`src/design/irlc_pkg.sv`:
```
// ----------------------------------------------------------------------------
// irlc_pkg
// Shared types and constants for the infrared leader classifier.
// ----------------------------------------------------------------------------
package irlc_pkg;

  // field widths
  localparam int DurW   = 16;
  localparam int ClassW = 4;
  localparam int HzW    = 16;
  localparam int CountW = 8;
  localparam int AddrW  = 3;
  localparam int DataW  = 32;

  // register map
  localparam logic [AddrW-1:0] AddrTrim = AddrW'(0);

  // defaults
  localparam int                MaxEntriesDefault = 256;
  localparam logic [DurW-1:0]   TrimReset         = DurW'(20000);

  // carrier frequencies
  localparam logic [HzW-1:0] Hz36k = HzW'(36000);
  localparam logic [HzW-1:0] Hz37k = HzW'(37000);
  localparam logic [HzW-1:0] Hz38k = HzW'(38000);
  localparam logic [HzW-1:0] Hz40k = HzW'(40000);
  localparam logic [HzW-1:0] Hz56k = HzW'(56000);

  // frame length splits
  localparam logic [CountW-1:0] MinFrame      = CountW'(2);
  localparam logic [CountW-1:0] NecLongSplit  = CountW'(70);
  localparam logic [CountW-1:0] Sirc15Split   = CountW'(27);
  localparam logic [CountW-1:0] Sirc20Split   = CountW'(33);

  typedef enum logic [ClassW-1:0] {
    ClsUnknown  = 4'd0,
    Cls9msLead  = 4'd1,
    ClsNecShort = 4'd2,
    ClsNecLong  = 4'd3,
    Cls45Pair   = 4'd4,
    Cls34Lead   = 4'd5,
    ClsSirc12   = 4'd6,
    ClsSirc15   = 4'd7,
    ClsSirc20   = 4'd8,
    ClsRc6      = 4'd9,
    Cls4msPair  = 4'd10,
    ClsRc5      = 4'd11
  } protocol_class_e;

  // leader summary handed to the classifier
  typedef struct packed {
    logic [DurW-1:0]   first_mark;
    logic [DurW-1:0]   first_space;
    logic [CountW-1:0] kept_count;
  } leader_t;

  // classifier verdict
  typedef struct packed {
    protocol_class_e  cls;
    logic [HzW-1:0]   carrier_hz;
  } verdict_t;

endpackage

```
`src/design/irlc_classify.sv`:
```
// ----------------------------------------------------------------------------
// irlc_classify
// Picks the protocol class and carrier from the leader mark/space pair and the kept count.
// ----------------------------------------------------------------------------
module irlc_classify import irlc_pkg::*; (
  input  leader_t  leader_i,
  output verdict_t verdict_o
);

  // open interval test
  function automatic logic in_window(logic [DurW-1:0] v, int lo, int hi);
    in_window = (v > DurW'(lo)) && (v < DurW'(hi));
  endfunction

  logic [DurW-1:0]   m;
  logic [DurW-1:0]   s;
  logic [CountW-1:0] n;

  assign m = leader_i.first_mark;
  assign s = leader_i.first_space;
  assign n = leader_i.kept_count;

  // windows tested in priority order
  always_comb begin
    verdict_o.cls        = ClsUnknown;
    verdict_o.carrier_hz = Hz38k;
    if (n >= MinFrame) begin
      if (in_window(m, 7800, 8700) && in_window(s, 3800, 4600)) begin
        verdict_o.cls        = Cls9msLead;
        verdict_o.carrier_hz = Hz40k;
      end else if (in_window(m, 8700, 10000) && in_window(s, 4000, 5000)) begin
        verdict_o.cls        = (n < NecLongSplit) ? ClsNecShort : ClsNecLong;
        verdict_o.carrier_hz = Hz38k;
      end else if (in_window(m, 4000, 5000) && in_window(s, 4000, 5000)) begin
        verdict_o.cls        = Cls45Pair;
        verdict_o.carrier_hz = Hz38k;
      end else if (in_window(m, 3100, 3800) && in_window(s, 1550, 1900)) begin
        verdict_o.cls        = Cls34Lead;
        verdict_o.carrier_hz = Hz37k;
      end else if (in_window(m, 2000, 2800) && in_window(s, 500, 700)) begin
        if (n < Sirc15Split) begin
          verdict_o.cls = ClsSirc12;
        end else if (n < Sirc20Split) begin
          verdict_o.cls = ClsSirc15;
        end else begin
          verdict_o.cls = ClsSirc20;
        end
        verdict_o.carrier_hz = Hz40k;
      end else if (in_window(m, 2400, 2900) && in_window(s, 800, 1000)) begin
        verdict_o.cls        = ClsRc6;
        verdict_o.carrier_hz = Hz36k;
      end else if (in_window(m, 3500, 4500) && in_window(s, 3500, 4500)) begin
        verdict_o.cls        = Cls4msPair;
        verdict_o.carrier_hz = Hz56k;
      end else if (in_window(m, 700, 1100) && in_window(s, 700, 1100)) begin
        verdict_o.cls        = ClsRc5;
        verdict_o.carrier_hz = Hz36k;
      end
    end
  end

endmodule

```
`src/design/ir_protocol_leader_classifier_top.sv`:
```
// ----------------------------------------------------------------------------
// ir_protocol_leader_classifier_top
// Tracks the leader of a captured infrared pulse train and classifies it.
// ----------------------------------------------------------------------------
//  channel | signals                                   | direction
//  --------+-------------------------------------------+----------
//  in      | in_valid_i, in_stall_o, duration_us_i,    | request in
//          | is_last_i                                 |
//  out     | out_valid_o, out_stall_i, protocol_class_o,| result out
//          | carrier_hz_o, frame_length_o              |
//  cfg     | psel, penable, pwrite, paddr, pwdata,     | register port
//          | prdata, pready                            |
//
// One request per cycle is taken unless in_stall_o is high; the result for the
// request marked is_last passes the input register, then the result register.
// The input register holds a last request while the result register is full
// and stalled; in_stall_o then holds off the next request. Any other request
// leaves the input register at the next edge.
// Reset clears the frame state, the valid flags and sets the trim threshold
// to its default; no clearing pass is needed.
// ----------------------------------------------------------------------------
module ir_protocol_leader_classifier_top import irlc_pkg::*; #(
  parameter int MAX_ENTRIES = MaxEntriesDefault
) (
  input  logic                  clk_i,
  input  logic                  rst_ni,
  // input request
  input  logic                  in_valid_i,
  output logic                  in_stall_o,
  input  logic [DurW-1:0]       duration_us_i,
  input  logic                  is_last_i,
  // result
  output logic                  out_valid_o,
  input  logic                  out_stall_i,
  output logic [ClassW-1:0]     protocol_class_o,
  output logic [HzW-1:0]        carrier_hz_o,
  output logic [CountW-1:0]     frame_length_o,
  // register port
  input  logic                  psel,
  input  logic                  penable,
  input  logic                  pwrite,
  input  logic [AddrW-1:0]      paddr,
  input  logic [DataW-1:0]      pwdata,
  output logic [DataW-1:0]      prdata,
  output logic                  pready
);

  localparam int KeepLimitInt = ((MAX_ENTRIES - 1) > 255) ? 255 : (MAX_ENTRIES - 1);
  localparam logic [CountW-1:0] KeepLimit = CountW'(KeepLimitInt);

  // register port
  logic [DurW-1:0] trim_q;
  logic            trim_sel;

  assign pready   = 1'b1;
  assign trim_sel = (paddr[AddrW-1:2] == AddrTrim[AddrW-1:2]);
  assign prdata   = trim_sel ? DataW'(trim_q) : '0;

  always_ff @(posedge clk_i or negedge rst_ni) begin
    if (!rst_ni) begin
      trim_q <= TrimReset;
    end else if (psel && penable && pwrite && trim_sel) begin
      trim_q <= pwdata[DurW-1:0];
    end
  end

  // input register
  logic            s1_valid_q;
  logic [DurW-1:0] s1_dur_q;
  logic            s1_last_q;
  logic            advance;

  assign advance    = !s1_valid_q || !s1_last_q || !out_valid_o || !out_stall_i;
  assign in_stall_o = !advance;

  always_ff @(posedge clk_i or negedge rst_ni) begin
    if (!rst_ni) begin
      s1_valid_q <= 1'b0;
    end else if (advance) begin
      s1_valid_q <= in_valid_i;
    end
  end

  always_ff @(posedge clk_i) begin
    if (advance && in_valid_i) begin
      s1_dur_q  <= duration_us_i;
      s1_last_q <= is_last_i;
    end
  end

  // frame state
  logic [CountW-1:0] kept_q, kept_d;
  logic              trimmed_q, trimmed_d;
  logic [DurW-1:0]   mark_q, mark_d;
  logic [DurW-1:0]   space_q, space_d;
  logic              step;

  assign step = s1_valid_q && advance;

  always_comb begin
    kept_d    = kept_q;
    trimmed_d = trimmed_q;
    mark_d    = mark_q;
    space_d   = space_q;
    if (step) begin
      if (s1_last_q) begin
        kept_d    = '0;
        trimmed_d = 1'b0;
        mark_d    = '0;
        space_d   = '0;
      end else if (!trimmed_q && (kept_q < KeepLimit)) begin
        // an odd-position space over threshold ends the first frame
        if (kept_q[0] && (s1_dur_q > trim_q)) begin
          trimmed_d = 1'b1;
        end else begin
          if (kept_q == CountW'(0)) begin
            mark_d = s1_dur_q;
          end else if (kept_q == CountW'(1)) begin
            space_d = s1_dur_q;
          end
          kept_d = kept_q + CountW'(1);
        end
      end
    end
  end

  always_ff @(posedge clk_i or negedge rst_ni) begin
    if (!rst_ni) begin
      kept_q    <= '0;
      trimmed_q <= 1'b0;
      mark_q    <= '0;
      space_q   <= '0;
    end else begin
      kept_q    <= kept_d;
      trimmed_q <= trimmed_d;
      mark_q    <= mark_d;
      space_q   <= space_d;
    end
  end

  // classification
  leader_t  leader;
  verdict_t verdict;

  assign leader.first_mark  = mark_q;
  assign leader.first_space = space_q;
  assign leader.kept_count  = kept_q;

  irlc_classify u_classify (
    .leader_i  (leader),
    .verdict_o (verdict)
  );

  // result register
  logic              out_valid_q, out_valid_d;
  logic              load;
  logic [ClassW-1:0] cls_q;
  logic [HzW-1:0]    hz_q;
  logic [CountW-1:0] len_q;

  assign load        = step && s1_last_q;
  assign out_valid_d = load || (out_valid_q && out_stall_i);

  always_ff @(posedge clk_i or negedge rst_ni) begin
    if (!rst_ni) begin
      out_valid_q <= 1'b0;
    end else begin
      out_valid_q <= out_valid_d;
    end
  end

  always_ff @(posedge clk_i) begin
    if (load) begin
      cls_q <= verdict.cls;
      hz_q  <= verdict.carrier_hz;
      len_q <= kept_q;
    end
  end

  assign out_valid_o      = out_valid_q;
  assign protocol_class_o = cls_q;
  assign carrier_hz_o     = hz_q;
  assign frame_length_o   = len_q;

endmodule
```
`config.mk`:
```
export PLATFORM = sky130hd
export DESIGN_NAME = ir_protocol_leader_classifier_top
export DESIGN_NICKNAME = d
export VERILOG_FILES = /design/src/design/irlc_pkg.sv /design/src/design/irlc_classify.sv /design/src/design/ir_protocol_leader_classifier_top.sv
export SDC_FILE = /design/constraint.sdc
export NUM_CORES = 1
export LEC_CHECK = 0
export ABC_AREA = 1
export BUFFER_PORTS_ARGS = -buffer_cell sky130_fd_sc_hd__clkbuf_2
export CAP_MARGIN = 20
export CORE_ASPECT_RATIO = 0.6
export CORE_MARGIN = 2
export CORE_UTILIZATION = 50
export DETAILED_ROUTE_END_ITERATION = 12
export GPL_TIMING_DRIVEN = 1
export PLACE_DENSITY = 0.85
export SLEW_MARGIN = 20
export SYNTH_ARGS = -nofsm -noshare
export SYNTH_HDL_FRONTEND = slang
export SYNTH_HIERARCHICAL = 1
export SYNTH_SLANG_ARGS = --single-unit
```
`constraint.sdc`:
```
create_clock -name clk_i -period 3.6 [get_ports clk_i]
set_input_delay 0.18 -clock clk_i [delete_from_list [all_inputs] [get_ports clk_i]]
set_output_delay 0.18 -clock clk_i [all_outputs]
set_load 0.01 [all_outputs]
```
==> impl_metrics.tcl, run 1 <==
set metrics [dict create \
    numPortBuffers 86 \
    ys_ff_latch 104 \
    rsz0062_at_grt "false" \
    initial_core_util_pct 50.7 \
    dr_total_vias 5688 \
    cap_violations 0 \
    wl_um 15600 \
    cts_resized 0 \
    ys_types 43 \
    hold_viol 44 \
    finalNetCount 1022 \
    firstDrtPassIters 6 \
    clkTransAtPathRegs_ps 80 \
    core-area_sq_mm 0.0127 \
    vias_per_cell 5.08 \
    worst_slew_pin_slew_ps 784 \
    drt_iter0_drc 573 \
    die_x_um 151 \
    wl_per_cell_um 13.9 \
    gp_congestion 0.968 \
    rr_endpoint "mark_q[10]" \
    seq_area_sq_mm 0.00283 \
    grt_first_pass_wirelength_um 26000 \
    worstSetupEndpoint "mark_q[10]" \
    syn_inst 853 \
    top_layer_used "met4" \
    slew_viol_final 0 \
    cts_tree "yes" \
    worstPathMaxFanout 35 \
    synth_seq_area_share_pct 43.9 \
    stdcell_area_sq_mm 0.00737 \
    cts_max_level 3 \
    drt-met1-wl_um 7620 \
    p_leak_nw 3.75 \
    synth-async-reset-ratio_pct 56.7 \
    drc 0 \
    antenna_found_initial 0 \
    multi_input_area_sq_mm 0.00296 \
    post-dp-hpwl_um 11600 \
    cts_inserted_buffers 9 \
    grt_max_degree 60 \
    syn_area_sq_mm 0.00646 \
    end_kind "flip-flop" \
    tns_ps 0 \
    grt_pass1_vias 5305 \
    dp.cells 1089 \
    status "complete, but fails checks" \
    placed_cell_area_sq_mm 0.00691 \
    required_ps 3840 \
    fin_worst_skew_ps 11.7 \
    dieArea_sq_mm 0.0139 \
    cts-root-buf "clkbuf_16" \
    fmax_mhz 371 \
    placementRows 32 \
    ant_nets 0 \
    relSlewSlack_pct 47.7 \
    clock_path_buffers 2 \
    route.met2.wl_um 6390 \
    grt_overflow_total 0 \
    crit_path_start "trim_q[9]" \
    cp.arrival_ps 2930 \
    violations "hold timing" \
    setup_viol 0 \
    worstHoldPathType "in2async" \
    finalNonFillerCells 1119 \
    area_delta_synth_final_pct 14.1 \
    grtUsageTotal_pct 23.9 \
    worstSetupPathType "reg2reg" \
    clkLatencyLatePin_ps 360 \
    die_y_um 92.0 \
    antennaDiodeCount 0 \
    worstRegToRegCells 12 \
    ys_warn_count 6 \
    r2r_slack_ps 910 \
    clock-sinks 104 \
    fillCellCount 1135 \
    reg2reg_from "trim_q[9]" \
    hold_ws_ps -37.9 \
    fin_util_pct 57.9 \
    drive_gt1_share_pct 17.3 \
    num_io_pins 122 \
    ir_drop_uv 321 \
    synth_area_per_cell_sq_um 7.57 \
    finalCritPeriodShare_pct 74.8 \
    synth_edf_count 45 \
    period_needed_ps 2690 \
    met3_length_um 1400 \
    powerDensity_mw_per_mm2 642 \
    ys.flop_type "dfrtp_1" \
    crit_path_start_kind "flip-flop" \
]
==> cell usage after synthesis, types with 2 or more instances <==
cell type | count | area (sq um)
nand4_1 | 43 | 269
clkinv_1 | 3 | 11.3
nor2_4 | 5 | 56.3
nand3_1 | 52 | 260
edfxtp_1 | 45 | 1350
dfrtp_1 | 54 | 1350
nand3_2 | 3 | 30.0
a21oi_1 | 34 | 170
or2_2 | 3 | 18.8
o21ai_0 | 13 | 65.1
inv_1 | 98 | 368
nand2_2 | 5 | 31.3
buf_6 | 3 | 33.8
conb_1 | 4 | 15.0
nand3_4 | 2 | 35.0
nand2_1 | 218 | 818
dfstp_2 | 5 | 131
buf_2 | 8 | 40.0
nand3b_1 | 5 | 37.5
inv_2 | 15 | 56.3
o21ai_1 | 10 | 50.1
ha_1 | 19 | 238
nor2_1 | 138 | 518
nand2_4 | 2 | 22.5
nor3_1 | 6 | 30.0
nor2_2 | 12 | 75.1
clkbuf_1 | 6 | 22.5
buf_4 | 27 | 203
==> how the worst min path moves through the flow <==
stage,startpoint,to,slack (ps),depth (start not counted)
2_1_floorplan,rst_ni,kept_q[0],-120,0
3_3_place_gp,duration_us_i[6],s1_dur_q[6],360,1
3_5_place_dp,duration_us_i[3],s1_dur_q[3],360,1
4_1_cts,rst_ni,trim_q[0],0.2,2
5_1_grt,duration_us_i[12],s1_dur_q[12],7,1
6_report,rst_ni,kept_q[1],-40,2
==> critical path: stages, from the launching register on <==
cell,delay [ps]
dfstp_2,520
inv_1,60
ha_1,310
nand2_1,70
nand2_1,50
nand3_1,60
nand2_1,80
a21oi_1,210
nand2_1,140
nand3_2,510
nand3_4,350
nand2_1,150
nand2_1,50
==> routing by layer <==
layer  global-route usage [%]  up-vias
met5                        0        -
met4                     4.83        0
met3                     6.17       17
met2                     34.3      224
met1                     36.5     2562
li1                         -     2885
==> timing repair <==
action | 4_1_cts | 5_1_grt
hold endpoints to repair | 11 | 3
setup buffers | 0 | 0
hold buffers | 11 | 3
==> registers in the layout, indices dropped and copies added, names as in the netlist, 4 cells and up <==
signal,cells
mark_q,16
space_q,16
s1_dur_q,16
protocol_class_o,4
carrier_hz_o,16
kept_q,8
trim_q,16
frame_length_o,8
==> per-stage QoR <==
| step | setup slack, ps | total power, mW | hold slack, ps |
|---|---|---|---|
| 6_report | 906 | 4.73 | -37.9 |
| 5_1_grt | 619 | 5.08 | 7.10 |
| 4_1_cts | 891 | 4.68 | 0.215 |
| 3_5_place_dp | 935 | 3.66 | 359 |
| 3_3_place_gp | 986 | 3.63 | 357 |
| 2_1_floorplan | 1710 | 3.19 | -116 |
==> placed cells by master, fill, tap and decap left out, types with 3 or more instances in the layout <==
cell type      instances
nand2_1              218
nor2_1               138
inv_1                 98
clkbuf_2              86
dfrtp_1               54
nand3_1               52
edfxtp_1              45
nand4_1               43
a21oi_1               34
conb_1                23
ha_1                  19
inv_2                 15
dlygate4sd3_1         14
o21ai_0               13
nor2_2                12
o21ai_1               10
clkbuf_16              9
nor3_1                 6
nor2_4                 5
nand3b_1               5
buf_4                  5
dfstp_2                5
nand2_2                5
clkinv_1               3
nand3_2                3
or2_2                  3
clkinv_8               3
==> layout make-up <==
class                   count  share of cell area, %
inverters                 116                   5.91
flip-flops and latches    104                   38.4
repair buffers            105                   8.25
clock buffers               9                   3.06
multi-input cells         608                   40.2
well taps                 170                   2.89
clock inverters             7                   1.27
==> where the power goes <==
group	switching, mW	total (mW)	internal (mW)
sequential	0.299	1.79	1.49
combinational	1.32	1.93	0.611
clock	0.508	1.01	0.507
total	2.13	4.73	2.60
==> cells by family after synthesis <==
logic type | share of synthesized area [%]
simple gates | 35.0
buf+inv | 11.4
flops | 43.9
compound gates | 5.83
fa+ha+maj | 3.68
other cells | 0.232
(Power assumes the default switching activity.)
==> run 2, diff against run 1 <==
- clock period: 3.6 -> 2.7 ns (I/O delays scaled with it)
==> run 2 against run 1 <==
The run now ends clean. Maximum frequency up 13%. Routed wire length is 5.0% higher. Cell count increased by 1.3%. Critical path type unchanged.
==> impl_metrics.tcl, run 2 (synthesis gave the netlist of run 1 again) <==
set metrics [dict create \
    ant_nets 0 \
    powerDensity_mw_per_mm2 849 \
    dr_total_vias 5864 \
    antennaDiodeCount 0 \
    cts_inserted_buffers 9 \
    rsz0062_at_grt "false" \
    grt_first_pass_wirelength_um 26800 \
    drc 0 \
    wl_um 16400 \
    dieArea_sq_mm 0.0139 \
    die_y_um 92.0 \
    period_needed_ps 2380 \
    post-dp-hpwl_um 12100 \
    die_x_um 151 \
    finalCritPeriodShare_pct 88.2 \
    cts-root-buf "clkbuf_16" \
    cts_resized 0 \
    clkTransAtPathRegs_ps 70 \
    worst_slew_pin_slew_ps 764 \
    ir_drop_uv 422 \
    required_ps 2940 \
    cts_tree "yes" \
    end_kind "flip-flop" \
    post_cts.repair.setup_buffers 0 \
    crit_path_start_kind "flip-flop" \
    core-area_sq_mm 0.0127 \
    layout_commonest_cell "nand2_1" \
    fillCellCount 1169 \
    slew_viol_final 0 \
    worstHoldPathType "in2reg" \
    initial_core_util_pct 50.7 \
    p_leak_nw 3.80 \
    worstPathMaxFanout 15 \
    antenna_found_initial 0 \
    cts_max_level 3 \
    gp_congestion 0.969 \
    num_io_pins 122 \
    numPortBuffers 86 \
    cp.arrival_ps 2620 \
    placementRows 32 \
    hold_viol 0 \
    status "finished, final reports clean" \
    fmax_mhz 420 \
    vias_per_cell 5.17 \
    grtUsageTotal_pct 24.9 \
    worstSetupPathType "reg2reg" \
    grt_pass1_vias 5308 \
    firstDrtPassIters 5 \
    wl_per_cell_um 14.4 \
    tns_ps 0 \
    setup_viol 0 \
    hold_ws_ps 1.85 \
    clock-sinks 104 \
    relSlewSlack_pct 49.1 \
    dp.cells 1095 \
    cap_violations 0 \
    fin_worst_skew_ps 10.1 \
    clock_path_buffers 2 \
    area_delta_synth_final_pct 15.9 \
    drt_iter0_drc 548 \
    final_cell_mix "nand2_1 (218), nor2_1 (138), inv_1 (98)" \
    grt_overflow_total 0 \
    grt_max_degree 60 \
    finalNonFillerCells 1134 \
    drive_gt1_share_pct 17.6 \
    finalNetCount 1037 \
    clkLatencyLatePin_ps 360 \
]
-- run 2: changes by cell type in the layout (fill, tap and decap cells not counted), sizes merged --
cell / delta
buf: +6
clkinvlp: +1
dlygate4sd3: +9
inv: -1
-- run 2: worst paths after layout --
path / startpoint / to / slack, ps / depth (start not counted)
max: trim_q[11] / mark_q[11] / 320 / 12
min: pwdata[11] / trim_q[11] / 2 / 3
max reg2reg: trim_q[11] / mark_q[11] / 320 / 12
min reg2reg: space_q[15] / space_q[15] / 500 / 2
max in group asynchronous: rst_ni / mark_q[5] / 1730 / 3
min in group asynchronous: rst_ni / trimmed_q / 460 / 3
-- run 2: layout make-up --
class | count | area (sq um) | area share, %
Clock buffer | 9 | 225 | 3.01
Clock inverter | 7 | 76.3 | 1.02
Inverter | 116 | 435 | 5.81
Multi-Input combinational cell | 608 | 2960 | 39.5
Sequential cell | 104 | 2830 | 37.8
Tap cell | 170 | 213 | 2.84
Timing Repair Buffer | 120 | 743 | 9.92
-- run 2: per-layer routing --
metal	track usage (%)	wire, um	up-vias
met5	0	0	-
met4	4.67	132	0
met3	7.06	1620	13
met2	36.7	6940	242
met1	36.7	7660	2699
li1	-	-	2910
-- run 2: through the flow --
step	power (mW)	worst slack, ps	area (sq um)	utilization (%)
after floorplan	4.25	812	6530	-
after global placement	4.91	442	6960	54.6
after detailed placement	4.95	380	6960	54.6
after CTS	6.29	338	7490	58.8
after global routing	6.79	146	7490	58.8
final	6.36	319	7490	58.8
-- run 2: critical path: stages (launching register included) --
cell and delay [ps]:
dfstp_2 510, inv_1 60, ha_1 310, nand2_1 60, nor2_1 150, nand2_1 130
inv_1 90, nand2_1 50, nand2_1 100, nand3_2 300, buf_4 320, nand4_1 110
nand2_1 70
-- run 2: report_power, final --
part	switching, mW	internal (mW)	total, mW	leakage [nW]
combinational	1.80	0.854	2.65	2.51
clock	0.642	0.656	1.30	0.145
sequential	0.424	1.98	2.41	1.15
total	2.87	3.49	6.36	3.80
-- run 2: timing repair --
item | 4_1_cts | 5_1_grt
hold buffers | 23 | 0
endpoints found under the setup margin | 0 | 0
endpoints found under the hold margin | 76 | 0
==> run 3, diff against run 2 <==
- BUFFER_PORTS_ARGS: -buffer_cell sky130_fd_sc_hd__clkbuf_2 -> -buffer_cell sky130_fd_sc_hd__buf_4
- CORE_UTILIZATION: 50 -> 30
- PLACE_DENSITY: 0.85 -> not set
==> run 3 against run 2 <==
Critical path depth did not move. Global-route usage fell by 9.6 points. First-iteration DRC count rose by 1.3%. Clock power barely moved. Register-to-register slack barely moved.
==> impl_metrics.tcl, run 3 (synthesis gave the netlist of run 1 again) <==
set metrics [dict create \
    clkTransAtPathRegs_ps 80 \
    cts_inserted_buffers 9 \
    cp.arrival_ps 2630 \
    wl_um 16900 \
    grt_max_degree 60 \
    worstPathMaxFanout 16 \
    numPortBuffers 86 \
    cap_violations 0 \
    fmax_mhz 421 \
    hold_viol 0 \
    ir_drop_uv 439 \
    fin_util_pct 37.1 \
    stdcell_area_sq_mm 0.00783 \
    grt_pass1_vias 5318 \
    post-dp-hpwl_um 13000 \
    layout_commonest_cell "nand2_1" \
    setup_ws_ps 326 \
    cts-root-buf "clkbuf_16" \
    wl_per_cell_um 13.6 \
    worstHoldPathType "in2reg" \
    post_cts.repair.setup_buffers 0 \
    firstDrtPassIters 5 \
    grt_overflow_total 0 \
    slew_viol_final 0 \
    crit_path_start_kind "flip-flop" \
    cts_max_level 3 \
    fin_worst_skew_ps 13.6 \
    power_mw 6.40 \
    dieArea_sq_mm 0.0228 \
    core-area_sq_mm 0.0211 \
    fillCellCount 2201 \
    status "finished, final reports clean" \
    area_delta_synth_final_pct 21.2 \
    dr_total_vias 5747 \
    worstSetupPathType "reg2reg" \
    initial_core_util_pct 30.6 \
    clock_path_buffers 2 \
    clock-sinks 104 \
    finalCritPeriodShare_pct 87.9 \
    holdBufCountCts 22 \
    grt_first_pass_wirelength_um 27800 \
    dp.cells 1205 \
    grtUsageTotal_pct 15.3 \
    period_needed_ps 2370 \
    antennaDiodeCount 0 \
    cts_resized 0 \
    finalNetCount 1037 \
    end_kind "flip-flop" \
    drt_iter0_drc 555 \
    gp_congestion 0.955 \
    final_cell_mix "nand2_1 (218), nor2_1 (138), inv_1 (98)" \
    powerDensity_mw_per_mm2 817 \
    placed_cell_area_sq_mm 0.00733 \
    finalNonFillerCells 1243 \
    required_ps 2960 \
    placementRows 41 \
    setup_viol 0 \
    tns_ps 0 \
    clkLatencyLatePin_ps 360 \
    drc 0 \
    die_x_um 193 \
    p_leak_nw 3.86 \
    die_y_um 118 \
    antenna_found_initial 0 \
    hold_ws_ps 10.2 \
    worst_slew_pin_slew_ps 780 \
    ant_nets 0 \
    cts_tree "yes" \
    dpl_worst_slack_ps 338 \
    rsz0062_at_grt "false" \
    vias_per_cell 4.62 \
    relSlewSlack_pct 48.0 \
    num_io_pins 122 \
    drive_gt1_share_pct 17.5 \
]
[run 3: cell types whose count changed in the layout (fill, tap and decap cells not counted), moves of 2 or more]
| cell | change |
|---|---|
| clkinv_8 | -2 |
| clkinv_1 | +2 |
| clkbuf_2 | -86 |
| buf_4 | +86 |
[run 3: final timing paths]
check	from	to	slack, ps	depth (start not counted)
hold / removal	pwdata[5]	trim_q[5]	10	3
hold reg to reg	space_q[14]	space_q[14]	500	2
max in group asynchronous	rst_ni	space_q[12]	1800	2
setup / recovery	trim_q[9]	space_q[6]	330	12
setup reg to reg	trim_q[9]	space_q[6]	330	12
min in group asynchronous	rst_ni	trim_q[0]	390	2
[run 3: area by class of cell]
cell class	count	area (sq um)	share of cell area, %
clock inverter	7	52.6	0.671
multi-input combinational	608	2960	37.8
clock buffer	9	225	2.88
timing repair buffer	120	968	12.4
inverter	116	435	5.56
tap	279	349	4.46
sequential	104	2830	36.2
[run 3: metal layers]
metal | vias up | wire, um | GRT usage (%)
met5 | - | 0 | 0
met4 | 0 | 171 | 3.67
met3 | 15 | 1380 | 4.64
met2 | 170 | 6600 | 20.4
met1 | 2651 | 8760 | 23.5
li1 | 2911 | - | -
[run 3: worst max-delay path, stage by stage (launching register included)]
cell,delay [ps]
dfstp_2,520
inv_1,50
ha_1,300
nand2_1,70
nand2_1,50
nand3_1,60
nand2_1,70
a21oi_1,230
nand2_1,150
nand3_2,280
nand3_4,280
nand2_1,140
nand2_1,50
[run 3: where the power goes]
group	internal, mW	total (mW)	leakage (nW)	switching [mW]
Clock	0.635	1.27	0.133	0.635
Combinational	0.913	2.73	2.57	1.82
Sequential	1.98	2.39	1.15	0.410
Total	3.53	6.40	3.86	2.87
